===== config.mk =====
export PLATFORM = sky130hd
export DESIGN_NAME = scar_ctrl
export DESIGN_NICKNAME = d
export VERILOG_FILES = /design/src/scar_pkg.sv /design/src/scar_ctrl.sv
export SDC_FILE = /design/constraint.sdc
export NUM_CORES = 1
export LEC_CHECK = 0
export BUFFER_PORTS_ARGS = -buffer_cell sky130_fd_sc_hd__clkbuf_2
export CAP_MARGIN = 20
export CORE_MARGIN = 2
export CORE_UTILIZATION = 35
export DETAILED_ROUTE_END_ITERATION = 16
export HOLD_SLACK_MARGIN = 0.02
export PLACE_DENSITY_LB_ADDON = 0.25
export SYNTH_ARGS = -nofsm -noshare
export SYNTH_HDL_FRONTEND = slang
export SYNTH_SLANG_ARGS = --single-unit

===== constraint.sdc =====
create_clock -name clk -period 1.41 [get_ports clk]
set_clock_uncertainty 0.1 [all_clocks]
set_input_delay 0.141 -clock clk [delete_from_list [all_inputs] [get_ports clk]]
set_output_delay 0.141 -clock clk [all_outputs]
set_load 0.1 [all_outputs]

===== src/scar_pkg.sv =====
// shared package for the stereo comb/allpass reverberator
// types, constants, delay length tables and saturation helpers; no dependencies
package scar_pkg;

	localparam int MAX_DELAY     = 2048;
	localparam int COMB_COUNT    = 8;
	localparam int ALLPASS_COUNT = 4;
	localparam int SAMPLE_WIDTH  = 24;
	localparam int SAMPLE_RATE   = 44100;
	localparam int RATE_BASE     = 44100;
	localparam int SPREAD        = 23;

	localparam int WORD_W    = 32;
	localparam int GAIN_W    = 17;
	localparam int COEF_W    = 18;
	localparam int CFG_W     = 18;
	localparam int CFG_IDX_W = 3;
	localparam int IDX_W     = 3;
	localparam int PROD_W    = 50;
	localparam int ACC_W     = 53;
	localparam int SUM_W     = WORD_W + IDX_W;

	localparam logic signed [COEF_W-1:0] DAMP1 = 18'sd3277;
	localparam logic signed [COEF_W-1:0] DAMP2 = 18'sd62259;
	localparam logic [GAIN_W-1:0] UNITY = 17'd65536;

	localparam logic [CFG_IDX_W-1:0] REG_ROOM = 3'd0;
	localparam logic [CFG_IDX_W-1:0] REG_WET  = 3'd1;
	localparam logic [CFG_IDX_W-1:0] REG_DRY  = 3'd2;
	localparam logic [CFG_IDX_W-1:0] REG_B0   = 3'd3;
	localparam logic [CFG_IDX_W-1:0] REG_A1   = 3'd4;
	localparam logic [CFG_IDX_W-1:0] REG_A2   = 3'd5;

	localparam logic [GAIN_W-1:0] ROOM_RESET = 17'd52429;
	localparam logic [GAIN_W-1:0] WET_RESET  = 17'd16384;
	localparam logic [GAIN_W-1:0] DRY_RESET  = 17'd49152;

	localparam logic signed [63:0] OUT_MAX = (64'sd1 <<< (SAMPLE_WIDTH - 1)) - 64'sd1;
	localparam logic signed [63:0] OUT_MIN = -(64'sd1 <<< (SAMPLE_WIDTH - 1));

	function automatic int scale_rate(input int base);
		int n;
		n = base * SAMPLE_RATE / RATE_BASE;
		return (n == 0) ? 1 : n;
	endfunction

	// delay lengths per channel, before clamping to the buffer size
	localparam int COMB_LEN [2][8] = '{
		'{scale_rate(1116), scale_rate(1188), scale_rate(1277), scale_rate(1356),
		  scale_rate(1422), scale_rate(1491), scale_rate(1557), scale_rate(1617)},
		'{scale_rate(1116 + SPREAD), scale_rate(1188 + SPREAD), scale_rate(1277 + SPREAD),
		  scale_rate(1356 + SPREAD), scale_rate(1422 + SPREAD), scale_rate(1491 + SPREAD),
		  scale_rate(1557 + SPREAD), scale_rate(1617 + SPREAD)}
	};
	localparam int AP_LEN [2][4] = '{
		'{scale_rate(556), scale_rate(441), scale_rate(341), scale_rate(225)},
		'{scale_rate(556 + SPREAD), scale_rate(441 + SPREAD), scale_rate(341 + SPREAD),
		  scale_rate(224 + SPREAD)}
	};

	typedef enum logic [3:0] {
		MUL_NONE,
		MUL_MEM_DAMP2,
		MUL_DAMP_DAMP1,
		MUL_F_ROOM,
		MUL_MEM_ROOM,
		MUL_Y_B0,
		MUL_H1_B0,
		MUL_H2_A1,
		MUL_H3_A2,
		MUL_Y_WET,
		MUL_IN_DRY
	} mul_op_t;

	typedef enum logic [2:0] {
		ACC_NONE,
		ACC_LOAD,
		ACC_ADD,
		ACC_SUB,
		ACC_LOAD19,
		ACC_ADD16
	} acc_op_t;

	typedef enum logic [4:0] {
		ST_CLEAR,
		ST_IDLE,
		ST_C_RD, ST_C_CAP, ST_C_M2, ST_C_M3, ST_C_M4, ST_C_F, ST_C_M5, ST_C_WR,
		ST_A_RD, ST_A_CAP, ST_A_MUL, ST_A_WR,
		ST_B0, ST_B1, ST_B2, ST_B3, ST_B4, ST_B5,
		ST_M0, ST_M1, ST_M2, ST_M3
	} state_t;

	typedef struct packed {
		logic             clear;
		logic             load_in;
		logic             sum_clr;
		logic             comb_rd;
		logic             comb_cap;
		logic             damp_wr;
		logic             comb_wr;
		logic             ap_rd;
		logic             ap_cap;
		logic             ld_y_sum;
		logic             ap_wr;
		logic             bq_upd;
		logic             mix_l;
		logic             out_load;
		mul_op_t          mul_op;
		acc_op_t          acc_op;
		logic             ch;
		logic [IDX_W-1:0] k;
	} ctl_cmd_t;

	typedef struct packed {
		logic clear_done;
		logic out_free;
	} dp_stat_t;

	function automatic logic signed [WORD_W-1:0] sat32(input logic signed [63:0] v);
		if (v > 64'sh0000_0000_7FFF_FFFF)
			return 32'sh7FFF_FFFF;
		else if (v < -64'sh0000_0000_8000_0000)
			return 32'sh8000_0000;
		else
			return v[WORD_W-1:0];
	endfunction

	function automatic logic signed [SAMPLE_WIDTH-1:0] sat_out(input logic signed [63:0] v);
		if (v > OUT_MAX)
			return OUT_MAX[SAMPLE_WIDTH-1:0];
		else if (v < OUT_MIN)
			return OUT_MIN[SAMPLE_WIDTH-1:0];
		else
			return v[SAMPLE_WIDTH-1:0];
	endfunction

	function automatic logic [GAIN_W-1:0] gain_clamp(input logic [GAIN_W-1:0] v);
		return (v > UNITY) ? UNITY : v;
	endfunction

endpackage


===== src/scar_ctrl.sv =====
// sequencer for the reverberator: walks combs, allpasses, biquad and mix per channel
// depends on scar_pkg
module scar_ctrl #(
	parameter int COMB_COUNT    = scar_pkg::COMB_COUNT,
	parameter int ALLPASS_COUNT = scar_pkg::ALLPASS_COUNT
) (
	input  logic               clk,
	input  logic               arst_n,
	input  logic               in_valid,
	output logic               in_ready,
	input  scar_pkg::dp_stat_t stat,
	output scar_pkg::ctl_cmd_t cmd
);
	import scar_pkg::*;

	state_t           state_q, state_d;
	logic             ch_q, ch_d;
	logic [IDX_W-1:0] k_q, k_d;

	always_ff @(posedge clk or negedge arst_n) begin
		if (!arst_n) begin
			state_q <= ST_CLEAR;
			ch_q    <= 1'b0;
			k_q     <= '0;
		end else begin
			state_q <= state_d;
			ch_q    <= ch_d;
			k_q     <= k_d;
		end
	end

	always_comb begin
		state_d  = state_q;
		ch_d     = ch_q;
		k_d      = k_q;
		cmd      = '0;
		cmd.ch   = ch_q;
		cmd.k    = k_q;
		in_ready = 1'b0;
		case (state_q)
			ST_CLEAR: begin
				cmd.clear = 1'b1;
				if (stat.clear_done)
					state_d = ST_IDLE;
			end
			ST_IDLE: begin
				in_ready = 1'b1;
				if (in_valid) begin
					cmd.load_in = 1'b1;
					cmd.sum_clr = 1'b1;
					ch_d        = 1'b0;
					k_d         = '0;
					state_d     = ST_C_RD;
				end
			end
			ST_C_RD: begin
				cmd.comb_rd = 1'b1;
				state_d     = ST_C_CAP;
			end
			ST_C_CAP: begin
				cmd.comb_cap = 1'b1;
				state_d      = ST_C_M2;
			end
			ST_C_M2: begin
				cmd.mul_op = MUL_MEM_DAMP2;
				state_d    = ST_C_M3;
			end
			ST_C_M3: begin
				cmd.mul_op = MUL_DAMP_DAMP1;
				cmd.acc_op = ACC_LOAD;
				state_d    = ST_C_M4;
			end
			ST_C_M4: begin
				cmd.acc_op = ACC_ADD;
				state_d    = ST_C_F;
			end
			ST_C_F: begin
				cmd.damp_wr = 1'b1;
				state_d     = ST_C_M5;
			end
			ST_C_M5: begin
				cmd.mul_op = MUL_F_ROOM;
				state_d    = ST_C_WR;
			end
			ST_C_WR: begin
				cmd.comb_wr = 1'b1;
				if (k_q == IDX_W'(COMB_COUNT - 1)) begin
					k_d     = '0;
					state_d = ST_A_RD;
				end else begin
					k_d     = k_q + 1'b1;
					state_d = ST_C_RD;
				end
			end
			ST_A_RD: begin
				cmd.ap_rd    = 1'b1;
				cmd.ld_y_sum = (k_q == '0);
				state_d      = ST_A_CAP;
			end
			ST_A_CAP: begin
				cmd.ap_cap = 1'b1;
				state_d    = ST_A_MUL;
			end
			ST_A_MUL: begin
				cmd.mul_op = MUL_MEM_ROOM;
				state_d    = ST_A_WR;
			end
			ST_A_WR: begin
				cmd.ap_wr = 1'b1;
				if (k_q == IDX_W'(ALLPASS_COUNT - 1)) begin
					k_d     = '0;
					state_d = ST_B0;
				end else begin
					k_d     = k_q + 1'b1;
					state_d = ST_A_RD;
				end
			end
			ST_B0: begin
				cmd.mul_op = MUL_Y_B0;
				state_d    = ST_B1;
			end
			ST_B1: begin
				cmd.mul_op = MUL_H1_B0;
				cmd.acc_op = ACC_LOAD;
				state_d    = ST_B2;
			end
			ST_B2: begin
				cmd.mul_op = MUL_H2_A1;
				cmd.acc_op = ACC_SUB;
				state_d    = ST_B3;
			end
			ST_B3: begin
				cmd.mul_op = MUL_H3_A2;
				cmd.acc_op = ACC_SUB;
				state_d    = ST_B4;
			end
			ST_B4: begin
				cmd.acc_op = ACC_SUB;
				state_d    = ST_B5;
			end
			ST_B5: begin
				cmd.bq_upd = 1'b1;
				state_d    = ST_M0;
			end
			ST_M0: begin
				cmd.mul_op = MUL_Y_WET;
				state_d    = ST_M1;
			end
			ST_M1: begin
				cmd.mul_op = MUL_IN_DRY;
				cmd.acc_op = ACC_LOAD19;
				state_d    = ST_M2;
			end
			ST_M2: begin
				cmd.acc_op = ACC_ADD16;
				state_d    = ST_M3;
			end
			ST_M3: begin
				if (!ch_q) begin
					cmd.mix_l   = 1'b1;
					cmd.sum_clr = 1'b1;
					ch_d        = 1'b1;
					k_d         = '0;
					state_d     = ST_C_RD;
				end else if (stat.out_free) begin
					// hold here until the output register can take the pair
					cmd.out_load = 1'b1;
					state_d      = ST_IDLE;
				end
			end
			default: begin
				state_d = ST_IDLE;
			end
		endcase
	end
endmodule


==> metrics.txt, run 1 <==
# TYPE chip_impl_metric gauge
chip_impl_info{name="result_of_the_run",value="aborted with a tool error"} 1
chip_impl_info{name="haltStage",value="clock tree synthesis"} 1
chip_impl_info{name="tool_error",value="[ERROR DPL-0033] detailed placement checks failed during check placement."} 1
chip_impl_metric{name="flip_flop_and_latch_count_after_synthesis",unit=""} 9
chip_impl_metric{name="cts_post_setup_buffers_inserted",unit=""} 27
chip_impl_info{name="synth_top_flop_cell",value="sky130_fd_sc_hd__dfrtp_1"} 1
chip_impl_metric{name="synthesis.area_per_instance",unit="µm²"} 8.061
chip_impl_metric{name="cts_resized",unit=""} 55
chip_impl_metric{name="placed_cells",unit=""} 220
chip_impl_metric{name="synth_nets",unit=""} 132
chip_impl_metric{name="cts_buffers",unit=""} 3
chip_impl_metric{name="top_level_ports",unit=""} 31
chip_impl_metric{name="synth-edff-count",unit=""} 0
chip_impl_metric{name="die_x",unit="µm"} 57.01
chip_impl_metric{name="async_flop_share",unit="%"} 100.0
chip_impl_metric{name="cts.sinks",unit=""} 9
chip_impl_metric{name="fp-row-count",unit=""} 19
chip_impl_metric{name="port_buffers",unit=""} 30
chip_impl_info{name="clock_tree.root_cell",value="sky130_fd_sc_hd__clkbuf_4"} 1
chip_impl_metric{name="syn_inst",unit=""} 122
chip_impl_metric{name="dpl.hpwl",unit="mm"} 2.804
chip_impl_metric{name="ctsLongestPathBuffers",unit=""} 2
chip_impl_metric{name="routabilityCongestion",unit=""} 0.8459
chip_impl_metric{name="htreeDepth",unit=""} 1
chip_impl_metric{name="floorplan.initialDensity",unit="%"} 36.29
chip_impl_metric{name="seq_area_frac_synth",unit="%"} 22.90
chip_impl_metric{name="post_dp_cell_area",unit="µm²"} 2150
chip_impl_metric{name="ys_types",unit=""} 45
chip_impl_metric{name="die-height",unit="µm"} 57.01
chip_impl_metric{name="cts_hold_buffers",unit=""} 3
chip_impl_metric{name="yosys_warnings",unit=""} 0
chip_impl_metric{name="synthesis.area",unit="µm²"} 983.4
cell usage after synthesis, types with 2 or more instances:
library cell               instances  area, µm²
sky130_fd_sc_hd__a21oi_1           6      30.03
sky130_fd_sc_hd__and2_1            2      12.51
sky130_fd_sc_hd__and3_1            2      12.51
sky130_fd_sc_hd__buf_2             3      15.01
sky130_fd_sc_hd__buf_4             7      52.55
sky130_fd_sc_hd__dfrtp_1           9      225.2
sky130_fd_sc_hd__ha_1              5      62.56
sky130_fd_sc_hd__inv_1            11      41.29
sky130_fd_sc_hd__mux2i_1           2      20.02
sky130_fd_sc_hd__nand2_1           7      26.28
sky130_fd_sc_hd__nand2b_1          4      25.02
sky130_fd_sc_hd__nand3_1           3      15.01
sky130_fd_sc_hd__nor2_1           15      56.30
sky130_fd_sc_hd__nor2b_1           3      18.77
sky130_fd_sc_hd__nor3_1            5      25.02
sky130_fd_sc_hd__o21ai_0           2      10.01
sky130_fd_sc_hd__o22ai_1           2      12.51
sky130_fd_sc_hd__o31ai_1           3      22.52
sky130_fd_sc_hd__o32ai_1           3      26.28
sky130_fd_sc_hd__or2_1             2      12.51
sky130_fd_sc_hd__xor2_1            2      17.52
cell families after synthesis:
kind of cell    synth area share (%)
simple gates                   30.66
fa+ha+maj                      6.361
xor+xnor                       2.672
mux                            2.036
compound gates                 22.77
buf+inv                        12.59
flops                          22.90
stage by stage:
step / setup slack (ns) / hold WS, ns / setup TNS, ns / util [%]
after detailed placement: -0.2666 / -0.08048 / -4.983 / 79.32
after floorplan: -0.7660 / -0.2546 / -8.573 / -
after global placement: -0.2343 / -0.08345 / -4.177 / 79.32
==> run 2: changes to the inputs <==
--- a/config.mk
+++ b/config.mk
@@ -8,10 +8,9 @@
 export BUFFER_PORTS_ARGS = -buffer_cell sky130_fd_sc_hd__clkbuf_2
 export CAP_MARGIN = 20
 export CORE_MARGIN = 2
-export CORE_UTILIZATION = 35
+export CORE_UTILIZATION = 20
 export DETAILED_ROUTE_END_ITERATION = 16
-export HOLD_SLACK_MARGIN = 0.02
-export PLACE_DENSITY_LB_ADDON = 0.25
+export PLACE_DENSITY_LB_ADDON = 0.15
 export SYNTH_ARGS = -nofsm -noshare
 export SYNTH_HDL_FRONTEND = slang
 export SYNTH_SLANG_ARGS = --single-unit
==> constraint.sdc (replaced) <==
create_clock -name clk -period 1.8 [get_ports clk]
set_clock_uncertainty 0.1 [all_clocks]
set_input_delay 0.18 -clock clk [delete_from_list [all_inputs] [get_ports clk]]
set_output_delay 0.18 -clock clk [all_outputs]
set_load 0.1 [all_outputs]
==> run 2 against run 1 <==
The flow now finishes, with violations (negative setup slack). Synthesized cell count stayed put. Synthesized area stayed put.
==> metrics.txt, run 2 <==
# TYPE chip_impl_metric gauge
chip_impl_metric{name="die_x",unit="µm"} 74.12
chip_impl_info{name="cp-start-kind",value="flop"} 1
chip_impl_info{name="critPathSlowestCell",value="sky130_fd_sc_hd__dfrtp_2"} 1
chip_impl_metric{name="data_arrival_at_the_endpoint_of_the_critical_path",unit="ns"} 1.60
chip_impl_metric{name="synth_nets",unit=""} 132
chip_impl_metric{name="synthesis.area_per_instance",unit="µm²"} 8.061
chip_impl_info{name="clock_tree_from_tritoncts",value="yes"} 1
chip_impl_metric{name="routed-via-count",unit=""} 1080
chip_impl_metric{name="groute.usage.overall",unit="%"} 12.37
chip_impl_metric{name="largest_net_degree_at_the_start_of_global_routing",unit=""} 16
chip_impl_metric{name="ys_types",unit=""} 45
chip_impl_info{name="failed_checks",value="negative setup slack"} 1
chip_impl_info{name="rsz0062_at_grt",value="yes"} 1
chip_impl_metric{name="ctsLongestPathBuffers",unit=""} 2
chip_impl_metric{name="finalMaxSlewViolations",unit=""} 0
chip_impl_metric{name="postRouteWirelength",unit="mm"} 3.252
chip_impl_metric{name="seq_area_frac_synth",unit="%"} 22.90
chip_impl_metric{name="cp.required",unit="ns"} 1.52
chip_impl_metric{name="critical_path_peak_fanout",unit=""} 5
chip_impl_metric{name="drive_gt1_share",unit="%"} 70.49
chip_impl_metric{name="via_count_of_the_first_global_routing_pass",unit=""} 1127
chip_impl_metric{name="period_share",unit="%"} 104.2
chip_impl_info{name="post-synth-top-count-cell",value="sky130_fd_sc_hd__nor2_1"} 1
chip_impl_metric{name="top_level_ports",unit=""} 31
chip_impl_metric{name="floorplan.core_area",unit="µm²"} 4723
chip_impl_metric{name="drt_first_pass_iters",unit=""} 4
chip_impl_metric{name="maxClockFrequency",unit="MHz"} 532.9
chip_impl_metric{name="cts_buffers",unit=""} 3
chip_impl_info{name="critical-path-top-delay-family",value="simple AND/OR/NAND/NOR gates"} 1
chip_impl_metric{name="hold-worst-slack",unit="ns"} 0.06693
chip_impl_info{name="top_regs",value="state_q x5, k_q x3, ch_q x1"} 1
chip_impl_metric{name="clk_pin_slew",unit="ns"} 0.05
chip_impl_metric{name="global_route_wire_length_before_repair",unit="mm"} 5.313
chip_impl_metric{name="synth-edff-count",unit=""} 0
chip_impl_metric{name="wl_per_cell",unit="µm"} 13.01
chip_impl_metric{name="final_antenna_net_count",unit=""} 0
chip_impl_info{name="synth_top_flop_cell",value="sky130_fd_sc_hd__dfrtp_1"} 1
chip_impl_metric{name="critPathBufInv",unit=""} 1
chip_impl_metric{name="period_minus_slack",unit="ns"} 1.876
chip_impl_metric{name="die-height",unit="µm"} 74.12
chip_impl_metric{name="avgViaCountPerCell",unit=""} 4.320
chip_impl_metric{name="yosys_warnings",unit=""} 0
chip_impl_metric{name="largest_reg_flops",unit=""} 5
chip_impl_info{name="mostFrequentLayoutCell",value="sky130_fd_sc_hd__buf_4"} 1
chip_impl_metric{name="diodes",unit=""} 0
chip_impl_metric{name="async_flop_share",unit="%"} 100.0
chip_impl_info{name="hold_class",value="primary input to flop"} 1
chip_impl_info{name="result_of_the_run",value="complete, but fails checks"} 1
chip_impl_metric{name="drc_errors",unit=""} 0
chip_impl_metric{name="port_buffers",unit=""} 30
chip_impl_info{name="clock_tree.root_cell",value="sky130_fd_sc_hd__clkbuf_8"} 1
chip_impl_metric{name="routabilityCongestion",unit=""} 0.7968
chip_impl_metric{name="timing.max_cap.violations",unit=""} 0
chip_impl_metric{name="antenna_found_initial",unit=""} 0
chip_impl_info{name="yosys-top-cells-count",value="sky130_fd_sc_hd__nor2_1, sky130_fd_sc_hd__inv_1, sky130_fd_sc_hd__dfrtp_1, sky130_fd_sc_hd__buf_4, sky130_fd_sc_hd__nand2_1"} 1
chip_impl_info{name="critical_path.cell_chain",value="or2_4 -> or2_4 -> o31ai_4 -> buf_12"} 1
chip_impl_metric{name="flip_flop_and_latch_count_after_synthesis",unit=""} 9
chip_impl_metric{name="final_hold_viol_count",unit=""} 0
chip_impl_metric{name="dr.first_iter.drc_count",unit=""} 40
chip_impl_metric{name="worst_slew_pin_slew",unit="ns"} 0.5417
chip_impl_metric{name="clk-insertion-delay-late",unit="ns"} 0.23
chip_impl_metric{name="htreeDepth",unit=""} 1
chip_impl_info{name="cp-end-kind",value="output port"} 1
chip_impl_metric{name="floorplan.initialDensity",unit="%"} 20.82
chip_impl_info{name="most_used_cell_cp",value="sky130_fd_sc_hd__or2_4"} 1
chip_impl_metric{name="areaGrowthSynthToFinish",unit="%"} 120.5
chip_impl_info{name="synthTopCellsByArea",value="sky130_fd_sc_hd__dfrtp_1, sky130_fd_sc_hd__ha_1, sky130_fd_sc_hd__nor2_1"} 1
chip_impl_metric{name="synthesis.area",unit="µm²"} 983.4
chip_impl_info{name="synth_top_cell_by_area",value="sky130_fd_sc_hd__dfrtp_1"} 1
chip_impl_metric{name="die_area",unit="µm²"} 5494
chip_impl_metric{name="worst_slew_margin_rel",unit="%"} 64.04
chip_impl_metric{name="finalNetCount",unit=""} 194
chip_impl_info{name="timing_worst_setup_path_type",value="flop to output port"} 1
chip_impl_metric{name="fillerInstances",unit=""} 459
chip_impl_metric{name="fp-row-count",unit=""} 25
chip_impl_info{name="largest_reg_by_ff_count",value="state_q"} 1
chip_impl_metric{name="final.setup.worst_slack",unit="ns"} -0.07647
chip_impl_metric{name="cpPeakStageDelay",unit="ns"} 0.42
chip_impl_metric{name="syn_inst",unit=""} 122
chip_impl_metric{name="synth_largest_type_area_fraction",unit="%"} 22.90
chip_impl_metric{name="cts.sinks",unit=""} 9
chip_impl_metric{name="setup_viol_count_final",unit=""} 7
chip_impl_metric{name="globalRoute.totalOverflow",unit=""} 0
chip_impl_info{name="commonest_cells_after_routing_fill_and_taps_aside",value="sky130_fd_sc_hd__buf_4, sky130_fd_sc_hd__buf_12, sky130_fd_sc_hd__buf_6, sky130_fd_sc_hd__inv_1, sky130_fd_sc_hd__clkbuf_2"} 1
chip_impl_metric{name="dpl.hpwl",unit="mm"} 2.514
[run 2: cell counts after synthesis]
Identical to the previous run, type by type.
[run 2: metrics by stage]
| stage | std cells | util, % | TNS, ns | setup slack, ns | cell area (µm²) |
|---|---|---|---|---|---|
| 3_3_place_gp | 227 | 39.36 | 0 | 0.08284 | 1859 |
| 4_1_cts | 243 | 43.68 | -0.2881 | -0.07599 | 2063 |
| 3_5_place_dp | 227 | 39.36 | 0 | 0.04836 | 1859 |
| 2_1_floorplan | 122 | - | -1.997 | -0.4149 | 1252 |
| 6_report | 250 | 45.91 | -0.2777 | -0.07647 | 2168 |
| 5_1_grt | 250 | 45.91 | -1.011 | -0.1342 | 2168 |
[run 2: worst paths after layout]
check                                       startpoint                     end  depth (start not counted)  slack, ns
max in group asynchronous                       arst_n      k_q[1]$_DFFE_PN0P_                          2       1.13
worst min register to register        ch_q$_DFFE_PN0P_        ch_q$_DFFE_PN0P_                          2       0.46
min in group asynchronous                       arst_n        ch_q$_DFFE_PN0P_                          2       0.24
worst min-delay path                           stat[0]  state_q[1]$_DFFE_PN0P_                          2       0.07
worst max register to register      k_q[0]$_DFFE_PN0P_  state_q[3]$_DFFE_PN0P_                          5       0.09
worst max-delay path            state_q[2]$_DFFE_PN0P_                  cmd[9]                          4      -0.08
[run 2: timing repair]
action                                  4_1_cts  5_1_grt
resized for setup                            18       13
hold endpoints to repair                      9        0
endpoints found under the setup margin       17       16
hold buffers                                  1        0
setup buffers                                11        7
pin swaps                                     9        8
[run 2: cell families (layout without fill, tap and decap cells)]
family,after synthesis,after routing,share of synthesized area [%]
compound gates,26,26,22.77
xor+xnor,3,3,2.672
fa+ha+maj,5,5,6.361
buf+inv,23,84,12.59
flops,9,9,22.90
mux,2,2,2.036
simple gates,54,54,30.66
[run 2: cell type report]
class / instances / area [µm²] / area share, %
Multi-Input combinational cell: 90 / 922.1 / 42.53
Timing Repair Buffer: 68 / 830.8 / 38.32
Sequential cell: 9 / 239.0 / 11.02
Tap cell: 67 / 83.83 / 3.866
Inverter: 12 / 47.55 / 2.193
Clock buffer: 4 / 45.04 / 2.077
[run 2: routing by layer]
metal,wire length [µm],global-route usage [%],share of wire [%]
met1,1504,16.68,46
met2,1598,19.94,49
met3,120,1.762,3.7
met4,29,4.848,0.89
met5,0,0,0
Power of run 2 is left out: the tool's default activity adds up to more than one toggle a clock period on the data nets, which glitch-free logic cannot reach.
==> run 3: changes to the inputs <==
--- a/config.mk
+++ b/config.mk
@@ -7,10 +7,13 @@
 export LEC_CHECK = 0
 export BUFFER_PORTS_ARGS = -buffer_cell sky130_fd_sc_hd__clkbuf_2
 export CAP_MARGIN = 20
+export CORE_ASPECT_RATIO = 1.25
 export CORE_MARGIN = 2
 export CORE_UTILIZATION = 20
+export CTS_BUF_LIST = sky130_fd_sc_hd__clkbuf_2
 export DETAILED_ROUTE_END_ITERATION = 16
 export PLACE_DENSITY_LB_ADDON = 0.15
+export REMOVE_ABC_BUFFERS = 1
 export SYNTH_ARGS = -nofsm -noshare
 export SYNTH_HDL_FRONTEND = slang
 export SYNTH_SLANG_ARGS = --single-unit
==> run 3 against run 2 <==
The flow still finishes with violations (negative setup slack). Flip-flop and latch count unchanged. Cell count down 1.6%. Global-route usage rose by 0.78 points. Via count up 5.1%. Critical endpoint unchanged.
==> metrics.txt, run 3 (synthesis results as in run 2) <==
# TYPE chip_impl_metric gauge
chip_impl_metric{name="finalMaxSlewViolations",unit=""} 0
chip_impl_metric{name="clk-insertion-delay-late",unit="ns"} 0.26
chip_impl_metric{name="cts_buffers",unit=""} 3
chip_impl_info{name="cp-end-kind",value="output port"} 1
chip_impl_metric{name="placed_cells",unit=""} 228
chip_impl_metric{name="routabilityCongestion",unit=""} 0.8482
chip_impl_metric{name="dr.first_iter.drc_count",unit=""} 59
chip_impl_metric{name="drt_first_pass_iters",unit=""} 4
chip_impl_metric{name="layoutNonFillerInstCount",unit=""} 246
chip_impl_metric{name="die_area",unit="µm²"} 5498
chip_impl_info{name="cp-start-kind",value="flop"} 1
chip_impl_metric{name="antenna_found_initial",unit=""} 0
chip_impl_metric{name="globalRoute.totalOverflow",unit=""} 0
chip_impl_metric{name="floorplan.initialDensity",unit="%"} 20.79
chip_impl_metric{name="htreeDepth",unit=""} 1
chip_impl_metric{name="final.setup.worst_slack",unit="ns"} -0.1426
chip_impl_metric{name="timing.max_cap.violations",unit=""} 0
chip_impl_info{name="result_of_the_run",value="complete, but fails checks"} 1
chip_impl_info{name="r2r_end",value="state_q[1]$_DFFE_PN0P_"} 1
chip_impl_metric{name="drc_errors",unit=""} 0
chip_impl_metric{name="ctsLongestPathBuffers",unit=""} 2
chip_impl_metric{name="via_count_of_the_first_global_routing_pass",unit=""} 1190
chip_impl_metric{name="finalNetCount",unit=""} 197
chip_impl_metric{name="die-height",unit="µm"} 82.40
chip_impl_metric{name="period_share",unit="%"} 107.9
chip_impl_info{name="failed_checks",value="negative setup slack"} 1
chip_impl_metric{name="areaGrowthSynthToFinish",unit="%"} 104.6
chip_impl_metric{name="hold_path_depth",unit=""} 2
chip_impl_metric{name="fillerInstances",unit=""} 485
chip_impl_metric{name="worst_slew_pin_slew",unit="ns"} 0.5423
chip_impl_metric{name="worst_slew_margin_rel",unit="%"} 64.00
chip_impl_info{name="min-delay-start",value="stat[0]"} 1
chip_impl_metric{name="largest_reg_flops",unit=""} 5
chip_impl_metric{name="avgViaCountPerCell",unit=""} 4.614
chip_impl_info{name="largest_reg_by_ff_count",value="state_q"} 1
chip_impl_metric{name="cts.sinks",unit=""} 9
chip_impl_metric{name="setup_viol_count_final",unit=""} 16
chip_impl_metric{name="rr_worst_depth",unit=""} 5
chip_impl_info{name="clock_tree.root_cell",value="sky130_fd_sc_hd__clkbuf_2"} 1
chip_impl_metric{name="period_minus_slack",unit="ns"} 1.943
chip_impl_info{name="hold_end",value="state_q[1]$_DFFE_PN0P_"} 1
chip_impl_metric{name="maxClockFrequency",unit="MHz"} 514.8
chip_impl_metric{name="diodes",unit=""} 0
chip_impl_metric{name="fp-row-count",unit=""} 28
chip_impl_metric{name="groute.usage.overall",unit="%"} 13.14
chip_impl_info{name="top_regs",value="state_q x5, k_q x3, ch_q x1"} 1
chip_impl_info{name="mostFrequentLayoutCell",value="sky130_fd_sc_hd__buf_4"} 1
chip_impl_metric{name="global_route_wire_length_before_repair",unit="mm"} 5.540
chip_impl_metric{name="floorplan.core_area",unit="µm²"} 4730
chip_impl_info{name="clock_tree_from_tritoncts",value="yes"} 1
chip_impl_metric{name="drive_gt1_share",unit="%"} 61.83
chip_impl_metric{name="postRouteWirelength",unit="mm"} 3.406
chip_impl_metric{name="clk_pin_slew",unit="ns"} 0.10
chip_impl_info{name="hold_class",value="primary input to flop"} 1
chip_impl_metric{name="flop_to_flop_setup_slack",unit="ns"} 0.06
chip_impl_metric{name="final_hold_viol_count",unit=""} 0
chip_impl_metric{name="port_buffers",unit=""} 30
chip_impl_metric{name="data_arrival_at_the_endpoint_of_the_critical_path",unit="ns"} 1.66
chip_impl_metric{name="critical_path_peak_fanout",unit=""} 7
chip_impl_metric{name="dpl.hpwl",unit="mm"} 2.602
chip_impl_metric{name="final.setup.tns",unit="ns"} -0.9564
chip_impl_metric{name="wl_per_cell",unit="µm"} 13.85
chip_impl_metric{name="largest_net_degree_at_the_start_of_global_routing",unit=""} 13
chip_impl_info{name="rsz0062_at_grt",value="yes"} 1
chip_impl_info{name="timing_worst_setup_path_type",value="flop to output port"} 1
chip_impl_metric{name="routed-via-count",unit=""} 1135
chip_impl_metric{name="die_x",unit="µm"} 66.72
chip_impl_info{name="crit-reg2reg-launch",value="state_q[3]$_DFFE_PN0P_"} 1
chip_impl_metric{name="cp.required",unit="ns"} 1.52
chip_impl_metric{name="top_level_ports",unit=""} 31
chip_impl_info{name="critical_path.startpoint",value="state_q[4]$_DFFE_PN0P_"} 1
chip_impl_info{name="commonest_cells_after_routing_fill_and_taps_aside",value="sky130_fd_sc_hd__buf_4, sky130_fd_sc_hd__buf_12, sky130_fd_sc_hd__clkbuf_2, sky130_fd_sc_hd__inv_1"} 1
chip_impl_metric{name="final_antenna_net_count",unit=""} 0
==> run 3: critical path, cell delays in order, from the launching register on <==
cell and delay, ns:
sky130_fd_sc_hd__dfrtp_2 0.47, sky130_fd_sc_hd__clkbuf_4 0.21, sky130_fd_sc_hd__inv_2 0.04, sky130_fd_sc_hd__or2_4 0.25, sky130_fd_sc_hd__o31ai_4 0.22, sky130_fd_sc_hd__buf_12 0.21
==> run 3: per-stage QoR <==
| stage | hold slack, ns | utilization, % | worst slack (ns) | cell area (µm²) |
|---|---|---|---|---|
| global route | 0.03020 | 42.54 | -0.2052 | 2012 |
| floorplan | -0.2156 | - | -2.519 | 904.6 |
| global placement | -0.04370 | 35.16 | -0.009432 | 1663 |
| detailed placement | -0.04618 | 35.16 | 0.01049 | 1663 |
| CTS | 0.04194 | 39.07 | -0.1379 | 1848 |
| finish | 0.05195 | 42.54 | -0.1426 | 2012 |
==> run 3: final cells by class <==
| cell class | count | area (µm²) | area share (%) |
|---|---|---|---|
| inverters | 12 | 45.04 | 2.239 |
| repair buffers | 71 | 824.5 | 40.98 |
| well taps | 60 | 75.07 | 3.731 |
| clock buffers | 4 | 20.02 | 0.9950 |
| flip-flops and latches | 9 | 231.5 | 11.50 |
| multi-input cells | 90 | 815.8 | 40.55 |
==> run 3: worst max-delay path by stage <==
stage	endpoint	cells past startpoint
3_5_place_dp	cmd[8]	6
6_report	cmd[9]	5
2_1_floorplan	cmd[15]	4
5_1_grt	cmd[9]	5
3_3_place_gp	cmd[8]	6
4_1_cts	cmd[15]	6
==> run 3: what timing repair did <==
| action | CTS | global route |
|---|---|---|
| endpoints found under the setup margin | 22 | 21 |
| buffers inserted | 8 | 5 |
| hold buffers | 1 | 0 |
| gates resized for setup | 31 | 29 |
| pin swaps | 4 | 8 |
| endpoints found under the hold margin | 9 | 0 |
==> run 3: routing by layer <==
metal / vias up / share of wire, % / track usage, %
met5: - / 0 / 0
met1: 545 / 41 / 15.90
met2: 25 / 53 / 23.20
li1: 560 / - / -
met3: 5 / 4.9 / 4.065
met4: 0 / 0.85 / 2.041
Power of run 3 is left out for the same reason.
==> run 4: changes to the inputs <==
--- a/config.mk
+++ b/config.mk
@@ -17,3 +17,4 @@
 export SYNTH_ARGS = -nofsm -noshare
 export SYNTH_HDL_FRONTEND = slang
 export SYNTH_SLANG_ARGS = --single-unit
+export TNS_END_PERCENT = 5
==> run 4 against run 3 <==
The run still ends with negative setup slack left. Cell count decreased by 2.0%. Maximum frequency shrank 0.49%. Flip-flop and latch count did not move. Non-clock buffer count down 5. Die area is the same. Sequential share of layout area grew 0.56 points. Register-to-register slack better by 0.07 ns. Utilization fell by 2.0 points. Count of clock-buffer cells in the layout unchanged. Worst hold slack lost 0.0068 ns. Setup slack got worse by 0.0095 ns. Global-route usage is 0.20 points lower.
==> metrics.txt, run 4 (synthesis results as in run 2) <==
# TYPE chip_impl_metric gauge
chip_impl_info{name="result_of_the_run",value="complete, but fails checks"} 1
chip_impl_info{name="failed_checks",value="negative setup slack"} 1
chip_impl_info{name="timing_worst_setup_path_type",value="flop to output port"} 1
chip_impl_info{name="critical_path.cell_chain",value="buf_2 -> inv_2 -> or2_4 -> o31ai_4 -> buf_12"} 1
chip_impl_metric{name="diodes",unit=""} 0
chip_impl_info{name="top_regs",value="state_q x5, k_q x3, ch_q x1"} 1
chip_impl_metric{name="drt_first_pass_iters",unit=""} 4
chip_impl_info{name="clock_tree.root_cell",value="sky130_fd_sc_hd__clkbuf_2"} 1
chip_impl_metric{name="drc_errors",unit=""} 0
chip_impl_metric{name="globalRoute.totalOverflow",unit=""} 0
chip_impl_metric{name="floorplan.initialDensity",unit="%"} 20.79
chip_impl_metric{name="final_antenna_net_count",unit=""} 0
chip_impl_metric{name="dpl.hpwl",unit="mm"} 2.602
chip_impl_metric{name="finalNetCount",unit=""} 192
chip_impl_info{name="most_used_routing_layer_in_global_routing",value="met2"} 1
chip_impl_metric{name="place_ws",unit="ns"} 0.01049
chip_impl_metric{name="global_route_wire_length_before_repair",unit="mm"} 5.471
chip_impl_metric{name="die_x",unit="µm"} 66.72
chip_impl_metric{name="period_share",unit="%"} 108.4
chip_impl_metric{name="dr.first_iter.drc_count",unit=""} 48
chip_impl_metric{name="post_dp_cell_area",unit="µm²"} 1663
chip_impl_metric{name="clk-insertion-delay-late",unit="ns"} 0.25
chip_impl_metric{name="htreeDepth",unit=""} 1
chip_impl_metric{name="groute.layer.met1.usage",unit="%"} 15.57
chip_impl_metric{name="avgViaCountPerCell",unit=""} 4.676
chip_impl_metric{name="met2_usage",unit="%"} 22.40
chip_impl_metric{name="hold_path_depth",unit=""} 2
chip_impl_metric{name="data_arrival_at_the_endpoint_of_the_critical_path",unit="ns"} 1.67
chip_impl_metric{name="via_count_of_the_first_global_routing_pass",unit=""} 1179
chip_impl_metric{name="worst_slew_pin_slew",unit="ns"} 0.5423
chip_impl_info{name="r2r_end",value="state_q[3]$_DFFE_PN0P_"} 1
chip_impl_metric{name="critical_path_peak_fanout",unit=""} 7
chip_impl_info{name="hold_end",value="state_q[1]$_DFFE_PN0P_"} 1
chip_impl_metric{name="flop_to_flop_setup_slack",unit="ns"} 0.13
chip_impl_metric{name="postRouteWirelength",unit="mm"} 3.345
chip_impl_metric{name="clk_pin_slew",unit="ns"} 0.10
chip_impl_info{name="min-delay-start",value="stat[0]"} 1
chip_impl_metric{name="wl_per_cell",unit="µm"} 13.88
chip_impl_metric{name="final_cell_area",unit="µm²"} 1919
chip_impl_metric{name="fp-row-count",unit=""} 28
chip_impl_metric{name="largest_reg_flops",unit=""} 5
chip_impl_metric{name="final.setup.worst_slack",unit="ns"} -0.1521
chip_impl_metric{name="period_minus_slack",unit="ns"} 1.952
chip_impl_metric{name="die-height",unit="µm"} 82.40
chip_impl_info{name="mostFrequentLayoutCell",value="sky130_fd_sc_hd__buf_4"} 1
chip_impl_metric{name="cts.sinks",unit=""} 9
chip_impl_info{name="largest_reg_by_ff_count",value="state_q"} 1
chip_impl_info{name="critPathSlowestCell",value="sky130_fd_sc_hd__dfrtp_2"} 1
chip_impl_info{name="cp-end-kind",value="output port"} 1
chip_impl_metric{name="cpPeakStageDelay",unit="ns"} 0.48
chip_impl_info{name="rsz0062_at_grt",value="yes"} 1
chip_impl_metric{name="drive_gt1_share",unit="%"} 59.12
chip_impl_metric{name="final.setup.tns",unit="ns"} -1.052
chip_impl_metric{name="areaGrowthSynthToFinish",unit="%"} 95.17
chip_impl_metric{name="largest_net_degree_at_the_start_of_global_routing",unit=""} 14
chip_impl_metric{name="routabilityCongestion",unit=""} 0.8482
chip_impl_metric{name="setup_viol_count_final",unit=""} 15
chip_impl_metric{name="rr_worst_depth",unit=""} 5
chip_impl_metric{name="routed-via-count",unit=""} 1127
chip_impl_metric{name="port_buffers",unit=""} 30
chip_impl_metric{name="groute.usage.overall",unit="%"} 12.95
chip_impl_metric{name="ctsLongestPathBuffers",unit=""} 2
chip_impl_metric{name="maxClockFrequency",unit="MHz"} 512.3
chip_impl_metric{name="cts_buffers",unit=""} 3
chip_impl_metric{name="final_hold_viol_count",unit=""} 0
chip_impl_metric{name="worst_slew_margin_rel",unit="%"} 64.00
chip_impl_metric{name="cp.required",unit="ns"} 1.52
chip_impl_metric{name="antenna_found_initial",unit=""} 0
chip_impl_info{name="cp-start-kind",value="flop"} 1
chip_impl_metric{name="placed_cells",unit=""} 228
chip_impl_info{name="crit-reg2reg-launch",value="k_q[0]$_DFFE_PN0P_"} 1
chip_impl_metric{name="globalRouteMet3Util",unit="%"} 4.201
chip_impl_metric{name="timing.max_cap.violations",unit=""} 0
chip_impl_info{name="hold_class",value="primary input to flop"} 1
chip_impl_metric{name="layoutNonFillerInstCount",unit=""} 241
chip_impl_metric{name="finalMaxSlewViolations",unit=""} 0
chip_impl_info{name="clock_tree_from_tritoncts",value="yes"} 1
chip_impl_info{name="commonest_cells_after_routing_fill_and_taps_aside",value="sky130_fd_sc_hd__buf_4, sky130_fd_sc_hd__buf_12, sky130_fd_sc_hd__clkbuf_2, sky130_fd_sc_hd__inv_1, sky130_fd_sc_hd__nor2_1"} 1
chip_impl_metric{name="top_level_ports",unit=""} 31
chip_impl_metric{name="fillerInstances",unit=""} 487
chip_impl_metric{name="floorplan.core_area",unit="µm²"} 4730
chip_impl_metric{name="die_area",unit="µm²"} 5498
==> run 4: cell count changes in the layout (fill, tap and decap cells not counted), moves of 2 or more <==
| cell | delta |
|---|---|
| sky130_fd_sc_hd__buf_4 | -2 |
| sky130_fd_sc_hd__buf_6 | -4 |
| sky130_fd_sc_hd__nor2_2 | +3 |
| sky130_fd_sc_hd__nor2_4 | -4 |
| sky130_fd_sc_hd__nor3_2 | +2 |
| sky130_fd_sc_hd__nor3_4 | -2 |
==> run 4: worst max path at each step <==
stage | startpoint | endpoint | slack (ns) | cells after the start
final | state_q[4]$_DFFE_PN0P_ | cmd[9] | -0.15 | 5
after detailed placement | state_q[2]$_DFFE_PN0P_ | cmd[8] | 0.01 | 6
after global routing | state_q[4]$_DFFE_PN0P_ | cmd[9] | -0.22 | 5
after global placement | state_q[2]$_DFFE_PN0P_ | cmd[8] | -0.009 | 6
after floorplan | k_q[0]$_DFFE_PN0P_ | cmd[15] | -2.52 | 4
after CTS | state_q[0]$_DFFE_PN0P_ | cmd[15] | -0.14 | 6
==> run 4: layer usage <==
layer | up-vias | wire [µm]
met5 | - | 0
li1 | 547 | -
met3 | 8 | 211
met1 | 533 | 1396
met2 | 39 | 1651
met4 | 0 | 85
==> run 4: timing repair <==
| action | 4_1_cts | 5_1_grt |
|---|---|---|
| setup endpoints to repair | 22 | 22 |
| resized for setup | 28 | 15 |
| hold buffers | 1 | 0 |
| cloned | 0 | 1 |
| setup buffers | 5 | 2 |
| pin swaps | 3 | 3 |
| endpoints found under the hold margin | 9 | 0 |
==> run 4: critical path, delay by kind of cell, from the launching register on <==
| family | cells | cell delay (ns) |
|---|---|---|
| AO/OA/AOI/OAI | 1 | 0.21 |
| flip-flops | 1 | 0.48 |
| AND/OR/NAND/NOR | 1 | 0.26 |
| buffers and inverters | 3 | 0.47 |
==> run 4: per-stage QoR <==
step | utilization, % | hold WS, ns
global route | 40.58 | 0.02824
finish | 40.58 | 0.04520
CTS | 38.39 | 0.04194
global placement | 35.16 | -0.04370
detailed placement | 35.16 | -0.04618
floorplan | - | -0.2156
==> run 4: layout make-up <==
type	count	area (µm²)	share of cell area, %
well taps	60	75.07	3.911
inverters	12	45.04	2.347
repair buffers	66	787.0	41.00
clock buffers	4	20.02	1.043
flip-flops and latches	9	231.5	12.06
multi-input cells	90	760.7	39.63
Power of run 4 is left out for the same reason.
